## src/rtl/core/erp_pkg.sv

```systemverilog
`timescale 1ns / 1ps
// ----------------------------------------------------------------------------
// erp_pkg
// Shared types and constants of the EMA ratio restart policy block.
// ----------------------------------------------------------------------------
package erp_pkg;

	// field widths
	localparam int FIELD_W   = 32;
	localparam int EXT_W     = 64;
	localparam int GLUE_W    = 24;
	localparam int LEVEL_W   = 16;
	localparam int AVG_W     = 32;
	localparam int ALPHA_W   = 16;
	localparam int TRIG_W    = 18;
	localparam int MIN_RUN_W = 16;

	// shared multiplier: signed 34 x signed 19
	localparam int MUL_A_W = 34;
	localparam int MUL_B_W = 19;
	localparam int PROD_W  = MUL_A_W + MUL_B_W;
	localparam int CMP_W   = PROD_W - 1;
	localparam int LHS_W   = AVG_W + 16;
	localparam int STEP_W  = PROD_W - 16;
	localparam int RES_W   = STEP_W + 1;

	// configuration port
	localparam int CFG_IDX_W  = 3;
	localparam int CFG_DATA_W = 18;

	localparam logic [CFG_IDX_W-1:0] CFG_RESTART_ENABLE   = 3'd0;
	localparam logic [CFG_IDX_W-1:0] CFG_MIN_RUN          = 3'd1;
	localparam logic [CFG_IDX_W-1:0] CFG_FAST_ALPHA       = 3'd2;
	localparam logic [CFG_IDX_W-1:0] CFG_SLOW_ALPHA       = 3'd3;
	localparam logic [CFG_IDX_W-1:0] CFG_FOCUSED_TRIGGER  = 3'd4;
	localparam logic [CFG_IDX_W-1:0] CFG_STABLE_EMERGENCY = 3'd5;
	localparam logic [CFG_IDX_W-1:0] CFG_STABLE_FLOOR     = 3'd6;

	localparam logic [MIN_RUN_W-1:0] RST_MIN_RUN          = 16'd50;
	localparam logic [ALPHA_W-1:0]   RST_FAST_ALPHA       = 16'd3277;
	localparam logic [ALPHA_W-1:0]   RST_SLOW_ALPHA       = 16'd131;
	localparam logic [TRIG_W-1:0]    RST_FOCUSED_TRIGGER  = 18'd75366;
	localparam logic [TRIG_W-1:0]    RST_STABLE_EMERGENCY = 18'd91750;
	localparam logic [TRIG_W-1:0]    RST_STABLE_FLOOR     = 18'd58982;

	// ratio of 1.0 in Q2.16, left side of the compare when slow is zero
	localparam logic [LHS_W-1:0] ONE_Q16 = 48'h0000_0001_0000;
	localparam logic [PROD_W-1:0] ROUND_HALF = 53'd32768;

	typedef enum logic [1:0] {
		SEL_FAST,
		SEL_SLOW,
		SEL_TRIG,
		SEL_FLOOR
	} mul_sel_t;

	typedef struct packed {
		logic     capture;
		logic     prep;
		logic     mul_go;
		mul_sel_t sel;
		logic     upd_fast;
		logic     upd_slow;
		logic     decide;
		logic     load_out;
	} dp_cmd_t;

	typedef struct packed {
		logic active;
		logic ema_needed;
		logic gate_ok;
		logic beyond;
		logic reluctant_path;
	} dp_status_t;

endpackage

```

## src/rtl/core/erp_ctrl.sv

```systemverilog
`timescale 1ns / 1ps
// ----------------------------------------------------------------------------
// erp_ctrl
// Sequencer of the restart policy: steps one query through the datapath and
// owns both handshakes.
// ----------------------------------------------------------------------------
module erp_ctrl import erp_pkg::*; (
	input  logic       clk,
	input  logic       arst_n,
	input  logic       in_valid,
	output logic       in_ready,
	output logic       out_valid,
	input  logic       out_ready,
	input  dp_status_t status,
	output dp_cmd_t    cmd
);

	typedef enum logic [11:0] {
		ST_IDLE  = 12'b0000_0000_0001,
		ST_PREP  = 12'b0000_0000_0010,
		ST_MUL_F = 12'b0000_0000_0100,
		ST_UPD_F = 12'b0000_0000_1000,
		ST_MUL_S = 12'b0000_0001_0000,
		ST_UPD_S = 12'b0000_0010_0000,
		ST_GATE  = 12'b0000_0100_0000,
		ST_RMUL1 = 12'b0000_1000_0000,
		ST_RCMP1 = 12'b0001_0000_0000,
		ST_RMUL2 = 12'b0010_0000_0000,
		ST_RCMP2 = 12'b0100_0000_0000,
		ST_DONE  = 12'b1000_0000_0000
	} state_t;

	state_t state_q, state_d;
	logic   out_valid_q;

	assign in_ready  = (state_q == ST_IDLE);
	assign out_valid = out_valid_q;

	always_comb begin
		cmd     = '0;
		state_d = state_q;
		case (state_q)
			ST_IDLE: begin
				if (in_valid) begin
					cmd.capture = 1'b1;
					state_d     = ST_PREP;
				end
			end
			ST_PREP: begin
				if (status.active) begin
					cmd.prep = 1'b1;
					state_d  = status.ema_needed ? ST_MUL_F : ST_GATE;
				end else begin
					state_d = ST_DONE;
				end
			end
			ST_MUL_F: begin
				cmd.mul_go = 1'b1;
				cmd.sel    = SEL_FAST;
				state_d    = ST_UPD_F;
			end
			ST_UPD_F: begin
				cmd.upd_fast = 1'b1;
				cmd.sel      = SEL_FAST;
				state_d      = ST_MUL_S;
			end
			ST_MUL_S: begin
				cmd.mul_go = 1'b1;
				cmd.sel    = SEL_SLOW;
				state_d    = ST_UPD_S;
			end
			ST_UPD_S: begin
				cmd.upd_slow = 1'b1;
				cmd.sel      = SEL_SLOW;
				state_d      = ST_GATE;
			end
			ST_GATE: begin
				state_d = status.gate_ok ? ST_RMUL1 : ST_DONE;
			end
			ST_RMUL1: begin
				cmd.mul_go = 1'b1;
				cmd.sel    = SEL_TRIG;
				state_d    = ST_RCMP1;
			end
			ST_RCMP1: begin
				cmd.sel = SEL_TRIG;
				if (status.beyond) begin
					cmd.decide = 1'b1;
					state_d    = ST_DONE;
				end else if (status.reluctant_path) begin
					state_d = ST_RMUL2;
				end else begin
					state_d = ST_DONE;
				end
			end
			ST_RMUL2: begin
				cmd.mul_go = 1'b1;
				cmd.sel    = SEL_FLOOR;
				state_d    = ST_RCMP2;
			end
			ST_RCMP2: begin
				cmd.sel    = SEL_FLOOR;
				cmd.decide = status.beyond;
				state_d    = ST_DONE;
			end
			ST_DONE: begin
				// wait only while the previous answer is still unclaimed
				if (!out_valid_q || out_ready) begin
					cmd.load_out = 1'b1;
					state_d      = ST_IDLE;
				end
			end
			default: begin
				state_d = ST_IDLE;
			end
		endcase
	end

	always_ff @(posedge clk or negedge arst_n) begin
		if (!arst_n) begin
			state_q     <= ST_IDLE;
			out_valid_q <= 1'b0;
		end else begin
			state_q <= state_d;
			if (cmd.load_out) begin
				out_valid_q <= 1'b1;
			end else if (out_ready) begin
				out_valid_q <= 1'b0;
			end
		end
	end

endmodule

```

## src/rtl/core/erp_datapath.sv

```systemverilog
`timescale 1ns / 1ps
// ----------------------------------------------------------------------------
// erp_datapath
// Configuration, policy state, captured query and the shared multiplier used
// for both EMA updates and the ratio cross-multiplies.
// ----------------------------------------------------------------------------
module erp_datapath import erp_pkg::*; #(
	parameter int COUNT_BITS = 32
) (
	input  logic                  clk,
	input  logic                  arst_n,
	input  logic                  cfg_wr_en,
	input  logic [CFG_IDX_W-1:0]  cfg_index,
	input  logic [CFG_DATA_W-1:0] cfg_data,
	input  logic [FIELD_W-1:0]    restart_count,
	input  logic [FIELD_W-1:0]    conflict_count,
	input  logic [FIELD_W-1:0]    learned_count,
	input  logic [GLUE_W-1:0]     glue_average,
	input  logic [LEVEL_W-1:0]    decision_level,
	input  logic                  stable_mode,
	input  logic                  reluctant_triggered,
	input  dp_cmd_t               cmd,
	output dp_status_t            status,
	output logic                  do_restart
);

	// configuration
	logic                 enable_q;
	logic [MIN_RUN_W-1:0] min_run_q;
	logic [ALPHA_W-1:0]   fast_alpha_q, slow_alpha_q;
	logic [TRIG_W-1:0]    focused_q, emergency_q, floor_q;

	// policy state
	logic [AVG_W-1:0]      fast_q, slow_q;
	logic [COUNT_BITS-1:0] learned_seen_q, car_q, rseen_q;
	logic                  seeded_q;

	// captured query
	logic [COUNT_BITS-1:0] restarts_q, conflicts_q, learned_q;
	logic [GLUE_W-1:0]     glue_q;
	logic                  level_nz_q, stable_q, reluctant_q;

	logic                  result_q, do_restart_q;
	logic signed [PROD_W-1:0] prod_s1;

	logic [EXT_W-1:0] restarts_ext, conflicts_ext, learned_ext;

	logic                  rs_new, grow;
	logic [AVG_W-1:0]      x_w, ema_avg, upd_res;
	logic [ALPHA_W-1:0]    alpha;
	logic [TRIG_W-1:0]     trig;
	logic signed [MUL_A_W-1:0] diff, mul_a;
	logic signed [MUL_B_W-1:0] mul_b;
	logic signed [PROD_W-1:0]  rnd;
	logic signed [STEP_W-1:0]  step;
	logic signed [RES_W-1:0]   res;
	logic [LHS_W-1:0]      lhs;
	logic [CMP_W-1:0]      rhs;
	logic [COUNT_BITS-1:0] conf_gap;

	// counters are taken modulo 2^COUNT_BITS
	assign restarts_ext  = {{(EXT_W-FIELD_W){1'b0}}, restart_count};
	assign conflicts_ext = {{(EXT_W-FIELD_W){1'b0}}, conflict_count};
	assign learned_ext   = {{(EXT_W-FIELD_W){1'b0}}, learned_count};

	always_ff @(posedge clk or negedge arst_n) begin
		if (!arst_n) begin
			enable_q     <= 1'b1;
			min_run_q    <= RST_MIN_RUN;
			fast_alpha_q <= RST_FAST_ALPHA;
			slow_alpha_q <= RST_SLOW_ALPHA;
			focused_q    <= RST_FOCUSED_TRIGGER;
			emergency_q  <= RST_STABLE_EMERGENCY;
			floor_q      <= RST_STABLE_FLOOR;
		end else if (cfg_wr_en) begin
			case (cfg_index)
				CFG_RESTART_ENABLE:   enable_q     <= cfg_data[0];
				CFG_MIN_RUN:          min_run_q    <= cfg_data[MIN_RUN_W-1:0];
				CFG_FAST_ALPHA:       fast_alpha_q <= cfg_data[ALPHA_W-1:0];
				CFG_SLOW_ALPHA:       slow_alpha_q <= cfg_data[ALPHA_W-1:0];
				CFG_FOCUSED_TRIGGER:  focused_q    <= cfg_data[TRIG_W-1:0];
				CFG_STABLE_EMERGENCY: emergency_q  <= cfg_data[TRIG_W-1:0];
				CFG_STABLE_FLOOR:     floor_q      <= cfg_data[TRIG_W-1:0];
				default: ;
			endcase
		end
	end

	always_ff @(posedge clk) begin
		if (cmd.capture) begin
			restarts_q  <= restarts_ext[COUNT_BITS-1:0];
			conflicts_q <= conflicts_ext[COUNT_BITS-1:0];
			learned_q   <= learned_ext[COUNT_BITS-1:0];
			glue_q      <= glue_average;
			level_nz_q  <= |decision_level;
			stable_q    <= stable_mode;
			reluctant_q <= reluctant_triggered;
		end
		if (cmd.mul_go) begin
			prod_s1 <= mul_a * mul_b;
		end
	end

	assign rs_new = restarts_q > rseen_q;
	assign grow   = learned_q > learned_seen_q;
	assign x_w    = {glue_q, 8'b0};

	// multiplier operands
	always_comb begin
		ema_avg = (cmd.sel == SEL_SLOW) ? slow_q : fast_q;
		alpha   = (cmd.sel == SEL_SLOW) ? slow_alpha_q : fast_alpha_q;
		diff    = signed'({2'b00, x_w}) - signed'({2'b00, ema_avg});
		if (cmd.sel == SEL_FLOOR) begin
			trig = floor_q;
		end else begin
			trig = stable_q ? emergency_q : focused_q;
		end
		case (cmd.sel)
			SEL_FAST, SEL_SLOW: begin
				mul_a = diff;
				mul_b = signed'({3'b000, alpha});
			end
			default: begin
				// slow of zero counts as ratio one: rhs becomes the threshold itself
				mul_a = (slow_q == '0) ? MUL_A_W'(1) : signed'({2'b00, slow_q});
				mul_b = signed'({1'b0, trig});
			end
		endcase
	end

	// EMA step: round half up, arithmetic shift by 16, clamp to 32 bits
	always_comb begin
		rnd  = prod_s1 + signed'(ROUND_HALF);
		step = rnd[PROD_W-1:16];
		res  = signed'({{(RES_W-AVG_W){1'b0}}, ema_avg}) + signed'({step[STEP_W-1], step});
		if (res[RES_W-1]) begin
			upd_res = '0;
		end else if (|res[RES_W-2:AVG_W]) begin
			upd_res = '1;
		end else begin
			upd_res = res[AVG_W-1:0];
		end
	end

	// ratio test by cross-multiply
	assign lhs      = (slow_q == '0) ? ONE_Q16 : {fast_q, 16'b0};
	assign rhs      = prod_s1[CMP_W-1:0];
	assign conf_gap = conflicts_q - car_q;

	always_comb begin
		status.active         = enable_q && level_nz_q;
		status.ema_needed     = grow && seeded_q;
		status.gate_ok        = seeded_q && (conf_gap >= COUNT_BITS'(min_run_q));
		status.reluctant_path = stable_q && reluctant_q;
		if (cmd.sel == SEL_FLOOR) begin
			status.beyond = CMP_W'(lhs) >= rhs;
		end else begin
			status.beyond = CMP_W'(lhs) > rhs;
		end
	end

	always_ff @(posedge clk or negedge arst_n) begin
		if (!arst_n) begin
			fast_q         <= '0;
			slow_q         <= '0;
			learned_seen_q <= '0;
			seeded_q       <= 1'b0;
			car_q          <= '0;
			rseen_q        <= '0;
			result_q       <= 1'b0;
			do_restart_q   <= 1'b0;
		end else begin
			if (cmd.capture) begin
				result_q <= 1'b0;
			end
			if (cmd.prep) begin
				if (rs_new) begin
					rseen_q <= restarts_q;
				end
				if (rs_new || (grow && !seeded_q)) begin
					car_q <= conflicts_q;
				end
				if (grow) begin
					learned_seen_q <= learned_q;
					if (!seeded_q) begin
						fast_q   <= x_w;
						slow_q   <= x_w;
						seeded_q <= 1'b1;
					end
				end
			end
			if (cmd.upd_fast) begin
				fast_q <= upd_res;
			end
			if (cmd.upd_slow) begin
				slow_q <= upd_res;
			end
			if (cmd.decide) begin
				result_q <= 1'b1;
				car_q    <= conflicts_q;
				rseen_q  <= restarts_q + COUNT_BITS'(1);
			end
			if (cmd.load_out) begin
				do_restart_q <= result_q;
			end
		end
	end

	assign do_restart = do_restart_q;

endmodule

```

## src/rtl/core/ema_ratio_restart_policy_core.sv

```systemverilog
`timescale 1ns / 1ps
// ----------------------------------------------------------------------------
// ema_ratio_restart_policy_core
// Restart decision from a fast/slow EMA ratio of the glue average.
// ----------------------------------------------------------------------------
//  channel | handshake            | payload
//  --------+----------------------+-----------------------------------------
//  in      | in_valid / in_ready  | counters, glue_average, level, mode bits
//  out     | out_valid / out_ready| do_restart
//  cfg     | cfg_wr_en            | cfg_index, cfg_data (write only)
//
//  One query at a time: between input transfer and result load the sequencer
//  steps the single shared multiplier (two EMA updates, up to two ratio
//  cross-multiplies).
//  A new query is taken while the previous result waits in the output register.
//  A stalled output holds the next result in the final state until taken.
//  Reset clears all policy state and restores the register defaults.
// ----------------------------------------------------------------------------
module ema_ratio_restart_policy_core import erp_pkg::*; #(
	parameter int COUNT_BITS = 32
) (
	input  logic                  clk,
	input  logic                  arst_n,
	input  logic                  cfg_wr_en,
	input  logic [CFG_IDX_W-1:0]  cfg_index,
	input  logic [CFG_DATA_W-1:0] cfg_data,
	input  logic                  in_valid,
	output logic                  in_ready,
	input  logic [FIELD_W-1:0]    restart_count,
	input  logic [FIELD_W-1:0]    conflict_count,
	input  logic [FIELD_W-1:0]    learned_count,
	input  logic [GLUE_W-1:0]     glue_average,
	input  logic [LEVEL_W-1:0]    decision_level,
	input  logic                  stable_mode,
	input  logic                  reluctant_triggered,
	output logic                  out_valid,
	input  logic                  out_ready,
	output logic                  do_restart
);

	dp_cmd_t    cmd;
	dp_status_t status;

	erp_ctrl u_ctrl (
		.clk       (clk),
		.arst_n    (arst_n),
		.in_valid  (in_valid),
		.in_ready  (in_ready),
		.out_valid (out_valid),
		.out_ready (out_ready),
		.status    (status),
		.cmd       (cmd)
	);

	erp_datapath #(
		.COUNT_BITS (COUNT_BITS)
	) u_datapath (
		.clk                 (clk),
		.arst_n              (arst_n),
		.cfg_wr_en           (cfg_wr_en),
		.cfg_index           (cfg_index),
		.cfg_data            (cfg_data),
		.restart_count       (restart_count),
		.conflict_count      (conflict_count),
		.learned_count       (learned_count),
		.glue_average        (glue_average),
		.decision_level      (decision_level),
		.stable_mode         (stable_mode),
		.reluctant_triggered (reluctant_triggered),
		.cmd                 (cmd),
		.status              (status),
		.do_restart          (do_restart)
	);

endmodule

```

## config.mk

```make
export PLATFORM = sky130hd
export DESIGN_NAME = ema_ratio_restart_policy_core
export DESIGN_NICKNAME = d
export VERILOG_FILES = /design/src/rtl/core/erp_pkg.sv /design/src/rtl/core/erp_ctrl.sv /design/src/rtl/core/erp_datapath.sv /design/src/rtl/core/ema_ratio_restart_policy_core.sv
export SDC_FILE = /design/constraint.sdc
export NUM_CORES = 2
export LEC_CHECK = 0
export ABC_AREA = 1
export BUFFER_PORTS_ARGS = -buffer_cell sky130_fd_sc_hd__buf_2
export CAP_MARGIN = 0
export CORE_MARGIN = 8
export CORE_UTILIZATION = 35
export CTS_CLUSTER_DIAMETER = 120
export CTS_CLUSTER_SIZE = 10
export DETAILED_ROUTE_END_ITERATION = 16
export HOLD_SLACK_MARGIN = 0.03
export PLACE_DENSITY_LB_ADDON = 0.3
export SYNTH_ARGS = -nofsm -noshare
export SYNTH_HDL_FRONTEND = slang
export SYNTH_SLANG_ARGS = --single-unit
export TNS_END_PERCENT = 1
```

## constraint.sdc

```tcl
create_clock -name clk -period 11.67 [get_ports clk]
set_clock_uncertainty 0.05 [all_clocks]
set_input_delay 1.167 -clock clk [delete_from_list [all_inputs] [get_ports clk]]
set_output_delay 1.167 -clock clk [all_outputs]
set_load 0.02 [all_outputs]
```

=== Word-level counts from Yosys, hierarchy flattened ===
Cells that the tools add are included.

* $add $sub $neg: 5
* $mul: 1
* Magnitude comparators: 5
* Equality and inequality tests: 24
* Multiplexer cells: 46
* Reductions and logical operators: 41

{| class="wikitable"
|+ Operator list
! operator !! count
|-
| $mux 32 || 15
|-
| $pmux 12 s12 || 1
|-
| $mux 12 || 6
|-
| $gt 32x32->1 || 2
|-
| $mux 18 || 3
|-
| $add 53x17->53 const B || 1
|-
| $mul 34x19->53 || 1
|-
| $ge 48x52->1 || 1
|-
| $gt 48x52->1 || 1
|-
| $mux 48 || 1
|-
| $add 33x37->38 || 1
|-
| $mux 34 || 1
|-
| $sub 32x32->33 || 1
|-
| $add 32x1->32 const B || 1
|-
| $ge 32x16->1 || 1
|-
| $logic_not 32->1 || 1
|-
| $sub 32x32->32 || 1
|-
| $reduce_and 2->1 || 11
|-
| $reduce_bool 2->1 || 9
|-
| $mux 16 || 1
|-
| $reduce_or 16->1 || 1
|-
| $mux 1 || 15
|-
| $eq 12x1->1 const B || 1
|-
| $eq 12x10->1 const B || 1
|-
| other kinds (29) || 44
|}

* Bits in registers: 455
* Bits of input ports: 164
* Output and inout port bits: 3

=== Depth between registers and ports, before layout ===
* Depth after elaboration: 10
* Mapped depth: 51
* Gate-level depth less buffers: 47

=== Cells and area by module ===
A second synthesis with hierarchy kept.

* Cell total of the unflattened synthesis: 6215
* Area, all modules: 49790.3 um2

{| class="wikitable"
|+ Modules (own cells, without submodules)
! module !! instances !! cells an instance !! area each (um2) !! seq. area each (um2)
|-
| erp_datapath || 1 || 6092 || 48909.4 || 11991.5
|-
| erp_ctrl || 1 || 123 || 880.8 || 326.6
|}

=== Worst setup path before layout ===
No wires, ideal clock.

* Path type: register to register
* Start point: register u_ctrl.state_q[0]
* End point: register u_datapath.prod_s1[45] (data pin)
* Arrival time: 8.285 ns
* Required time: 11.362 ns
* Slack: 3.077 ns
* Stages on the path, launching flop included: 51
* Path buffers: 4
* Period minus slack after synthesis: 8.593 ns
* Cells stage by stage: dfstp_2 > nor2_2 > nand2_2 > nor2_8 > o21ai_4 > buf_6 > buf_2 > clkbuf_1 > nand2_1 > o21ai_0 > inv_1 > ha_1 > inv_1 > nor2_1 > nand2_1 > nor2_1 > nand3_1 > nand2_1 > [... 15 more ...] > fa_1 > inv_1 > fa_1 > fa_1 > inv_1 > ha_1 > nand2_1 > nor2_1 > a221oi_1 > nand2_1 > a21oi_1 > inv_1 > a21oi_1 > inv_1 > a21oi_1 > o21ai_0 > a21oi_1 > xnor2_1

* Cells in the longest elaborated chain, start to end: 8
* Elaborated cells between the ends (all ways): 21
* Classes of those cells: 1 x add/sub; 1 x mul; 8 x eq/ne; 6 x mux; 5 x reduce/logical

{| class="wikitable"
|+ RTL lines
! item !! RTL line !! source
|-
| start: declaration || erp_ctrl.sv:33 || <nowiki>state_t state_q, state_d;</nowiki>
|-
| start signal: assignment || erp_ctrl.sv:124 || <nowiki>state_q <= state_d;</nowiki>
|-
| $eq 12x11->1 (tied with other cells) || erp_ctrl.sv:42 || <nowiki>case (state_q)</nowiki>
|-
| $reduce_or 2->1 (no source line) || n/a ||
|-
| $pmux 2 s3 * || erp_ctrl.sv:42 ||
|-
| $eq 2x1->1 || erp_datapath.sv:110, erp_datapath.sv:111, erp_datapath.sv:118 ||
|-
| $mux 32 || erp_datapath.sv:110 || <nowiki>ema_avg = (cmd.sel == SEL_SLOW) ? slow_q : fast_q;</nowiki>
|-
| $sub 32x32->33 || erp_datapath.sv:112 || <nowiki>diff = signed'({2'b00, x_w}) - signed'({2'b00, ema_avg});</nowiki>
|-
| $mux 34 || erp_datapath.sv:118 || <nowiki>case (cmd.sel)</nowiki>
|-
| $mul 34x19->53 * || erp_datapath.sv:100 || <nowiki>prod_s1 <= mul_a * mul_b;</nowiki>
|-
| end signal: assignment || erp_datapath.sv:100 ||
|-
| end: declaration || erp_datapath.sv:44 || <nowiki>logic signed [PROD_W-1:0] prod_s1;</nowiki>
|}

Every way passes the cells marked *; elsewhere a longest branch is shown, timed or not.
A chain may end at the register's enable or synchronous reset.

=== Final worst setup path ===
* Start point: register u_ctrl.state_q[7]
* End point: register u_datapath.prod_s1[52] (data pin)

Same word-level chain as after synthesis.

==> metrics.md <==
| Metric | Value |
|---|---|
| Starting density of the core | `35.31%` |
| Reg2Reg Setup Slack | `0.79 ns` |
| Area grow syn2layout | `8.834%` |
| Worst setup path category | `reg2reg` |
| Yosys warns | `0` |
| Die height | `396.9 um` |
| Post-CTS setup buffers | `0` |
| Post-synth top flop | `dfrtp_1` |
| Max clock buf depth | `3` |
| Post-Layout Cell Count | `8394` |
| Commonest non-fill, non-tap cell in the layout | `inv_1` |
| Post-synth cell types | `73` |
| Setup_tns | `0 ns` |
| Mean Syn Cell Area | `8.010 um2` |
| ANT nets after route | `0` |
| Row count | `139` |
| Hold WC Path Type | `reg2reg` |
| Drc violations | `0` |
| Yosys reg bits | `455` |
| Crit path largest cell delay | `0.84 ns` |
| Hold-fix buffers, CTS | `0` |
| Global-route wire length before repair | `251.0 mm` |
| Number of flops mapped to enable cells by yosys | `176` |
| H-tree lvl count | `2` |
| Clk sink count | `455` |
| Slew @ Worst Pin | `1.267 ns` |
| DR pass1 iterations | `5` |
| Worst hold start | `u_ctrl.state_q[3]$_DFFE_PN0P_` |
| TritonCTS clock tree | `done` |
| Worst setup startpoint | `u_ctrl.state_q[7]$_DFFE_PN0P_` |
| Port-buffer cells | `166` |
| Post-synthesis cell area | `50790 um2` |
| CP Capture Type | `flip-flop` |
| Largest net degree at the start of global routing | `95` |
| Num CTS Buffers | `52` |
| Max Freq | `0.09189 GHz` |
| GRT Util Overall | `20.17%` |
| Clock Latency Late Sink | `0.64 ns` |
| Async set or reset register ratio after synthesis | `61.32%` |
| Die width | `396.9 um` |
| DRT Wirelength | `161.2 mm` |
| Die area | `157600 um2` |
| Avg WL per Cell | `19.20 um` |
| Startpoint types | `flip-flop` |
| DR iter-0 viols | `3430` |
| Worst path arrival time | `11.17 ns` |
| Status | `complete, no violations` |
| Initial antenna violation count | `0` |
| GPL Wtd Cong | `0.9521` |
| Final hold violations | `0` |
| Required time worst endpoint | `11.95 ns` |
| Slowest stage cell, crit path | `o21ai_4` |
| Cell count after placement | `8297` |
| MaxCap Viol Count | `0` |
| Post-DR vias/cell | `5.005` |
| DP Wirelength | `132.8 mm` |
| Worst setup margin | `0.7877 ns` |
| Launch point of the worst reg-to-reg path | `u_ctrl.state_q[7]$_DFFE_PN0P_` |
| Grt total ovfl | `0` |
| Pre-CTS setup slack | `1.039 ns` |
| Clk slew on worst S/H paths | `0.06 ns` |
| Endpoints failing setup | `0` |
| Crit path max fanout | `38` |
| Clock root buffer | `clkbuf_16` |
| Most frequent CP cell | `nand2_1` |
| Filler cell count | `14865` |
| Detailed-route via count | `42016` |
| Slew HR | `14.95%` |
| Pins Over Slew Limit | `0` |
| Crit path time final | `10.88 ns` |
| Share of post-route cells with drive strength above 1 | `9.074%` |
| Tcrit/Tclk final | `93.25%` |
| Synthesized instance count | `6341` |
| RSZ-0062 raised after global routing | `false` |
| Commonest non-fill, non-tap cells in the layout | `inv_1 (1342), nand2_1 (1108), nor2_1 (588)` |
| Vias in the first global route | `42456` |
| CORE AREA | `143800 um2` |
| # resized after CTS | `0` |
| Ports | `167` |
| Sequential fraction of the synthesis area | `24.25%` |
| Antenna diode count | `0` |
| Nets | `7501` |
[layer usage]
layer	global-route usage [%]	wire length, um	vias up
met1	27.62	72310	20575
met4	6.021	5557	0
li1	-	-	19973
met5	0	0	-
met3	2.973	9298	239
met2	33.12	73990	1229
[sequential cells by signal (all words and copies together), names as in the netlist, 18 cells and up]
name / flops
u_datapath.car_q: 32
u_datapath.conflicts_q: 32
u_datapath.emergency_q: 18
u_datapath.fast_q: 32
u_datapath.floor_q: 18
u_datapath.focused_q: 18
u_datapath.glue_q: 24
u_datapath.learned_q: 32
u_datapath.learned_seen_q: 32
u_datapath.prod_s1: 53
u_datapath.restarts_q: 32
u_datapath.rseen_q: 32
u_datapath.slow_q: 32
[synthesized netlist by cell type (13+ instances only)]
library cell  number  area (um2)
nand3_2           18       180.2
xor2_1           115        1007
o21ai_0          311        1556
inv_1           1343        5041
nor3_1            54       270.3
o21a_1            16       120.1
ha_1             310        3879
o21bai_1          13       97.59
edfxtp_1         176        5285
mux2i_1           18       180.2
xnor2_1           53       464.2
inv_2             33       123.9
buf_2             29       145.1
o21ai_1           34       170.2
nor2_1           593        2226
dfstp_2           41        1077
a21oi_2           16       140.1
nand2_1         1110        4167
nand3_1          239        1196
nand4_1           58       362.9
buf_1             17       63.81
a21oi_1          432        2162
nand2_2           41       256.5
buf_6             13       146.4
a31oi_1           40       250.2
dfrtp_1          238        5956
o21ai_2           15       131.4
clkbuf_1         111       416.7
nor2_2            73       456.7
fa_1             579       11590
nor4_1            45       281.5
[metrics by stage]
step | area (um2) | hold slack, ns | util [%]
final | 55280 | 0.4338 | 38.43
after global routing | 55280 | 0.4506 | 38.43
after CTS | 55280 | 0.4348 | 38.43
after detailed placement | 53710 | 0.4182 | 37.34
after global placement | 53710 | 0.4083 | 37.34
after floorplan | 50800 | 0.3924 | -
[final timing paths]
kind / endpoint / depth (start not counted)
worst max-delay path: u_datapath.prod_s1[52]$_DFFE_PP_ / 38
worst min-delay path: u_ctrl.state_q[3]$_DFFE_PN0P_ / 1
worst max register to register: u_datapath.prod_s1[52]$_DFFE_PP_ / 38
worst min register to register: u_ctrl.state_q[3]$_DFFE_PN0P_ / 1
max in group asynchronous: u_datapath.slow_q[28]$_DFFE_PN0P_ / 3
min in group asynchronous: u_datapath.rseen_q[12]$_DFFE_PN0P_ / 1
[area by class of cell]
| type | instances | area (um2) | area share, % |
|---|---|---|---|
| timing repair buffer | 227 | 1299 | 2.349 |
| multi-input combinational | 4326 | 32510 | 58.80 |
| clock inverter | 4 | 76.32 | 0.1381 |
| sequential | 455 | 12320 | 22.28 |
| tap | 1903 | 2381 | 4.307 |
| clock buffer | 93 | 1496 | 2.707 |
| inverter | 1386 | 5202 | 9.411 |
[cells by family after synthesis]
kind of cell	after synthesis	synth area share [%]
other	2	0.01479
multiplexers	19	0.3769
AO/OA/AOI/OAI	956	10.46
adder cells (fa/ha/maj)	889	30.46
XOR/XNOR	168	2.897
buffers and inverters	1563	11.89
flip-flops	455	24.25
AND/OR/NAND/NOR	2289	19.66
[worst max-delay path, delay by kind of cell (launching register included)]
family / cells / cell delay [ns]
AO/OA/AOI/OAI: 10 / 3.17
XOR/XNOR: 1 / 0.14
adder cells (fa/ha/maj): 8 / 3.83
buffers and inverters: 7 / 0.91
flip-flops: 1 / 0.35
AND/OR/NAND/NOR: 12 / 2.07
Power is not shown: default switching activity piles up to over one toggle a cycle in this logic, so the estimate is an artifact.
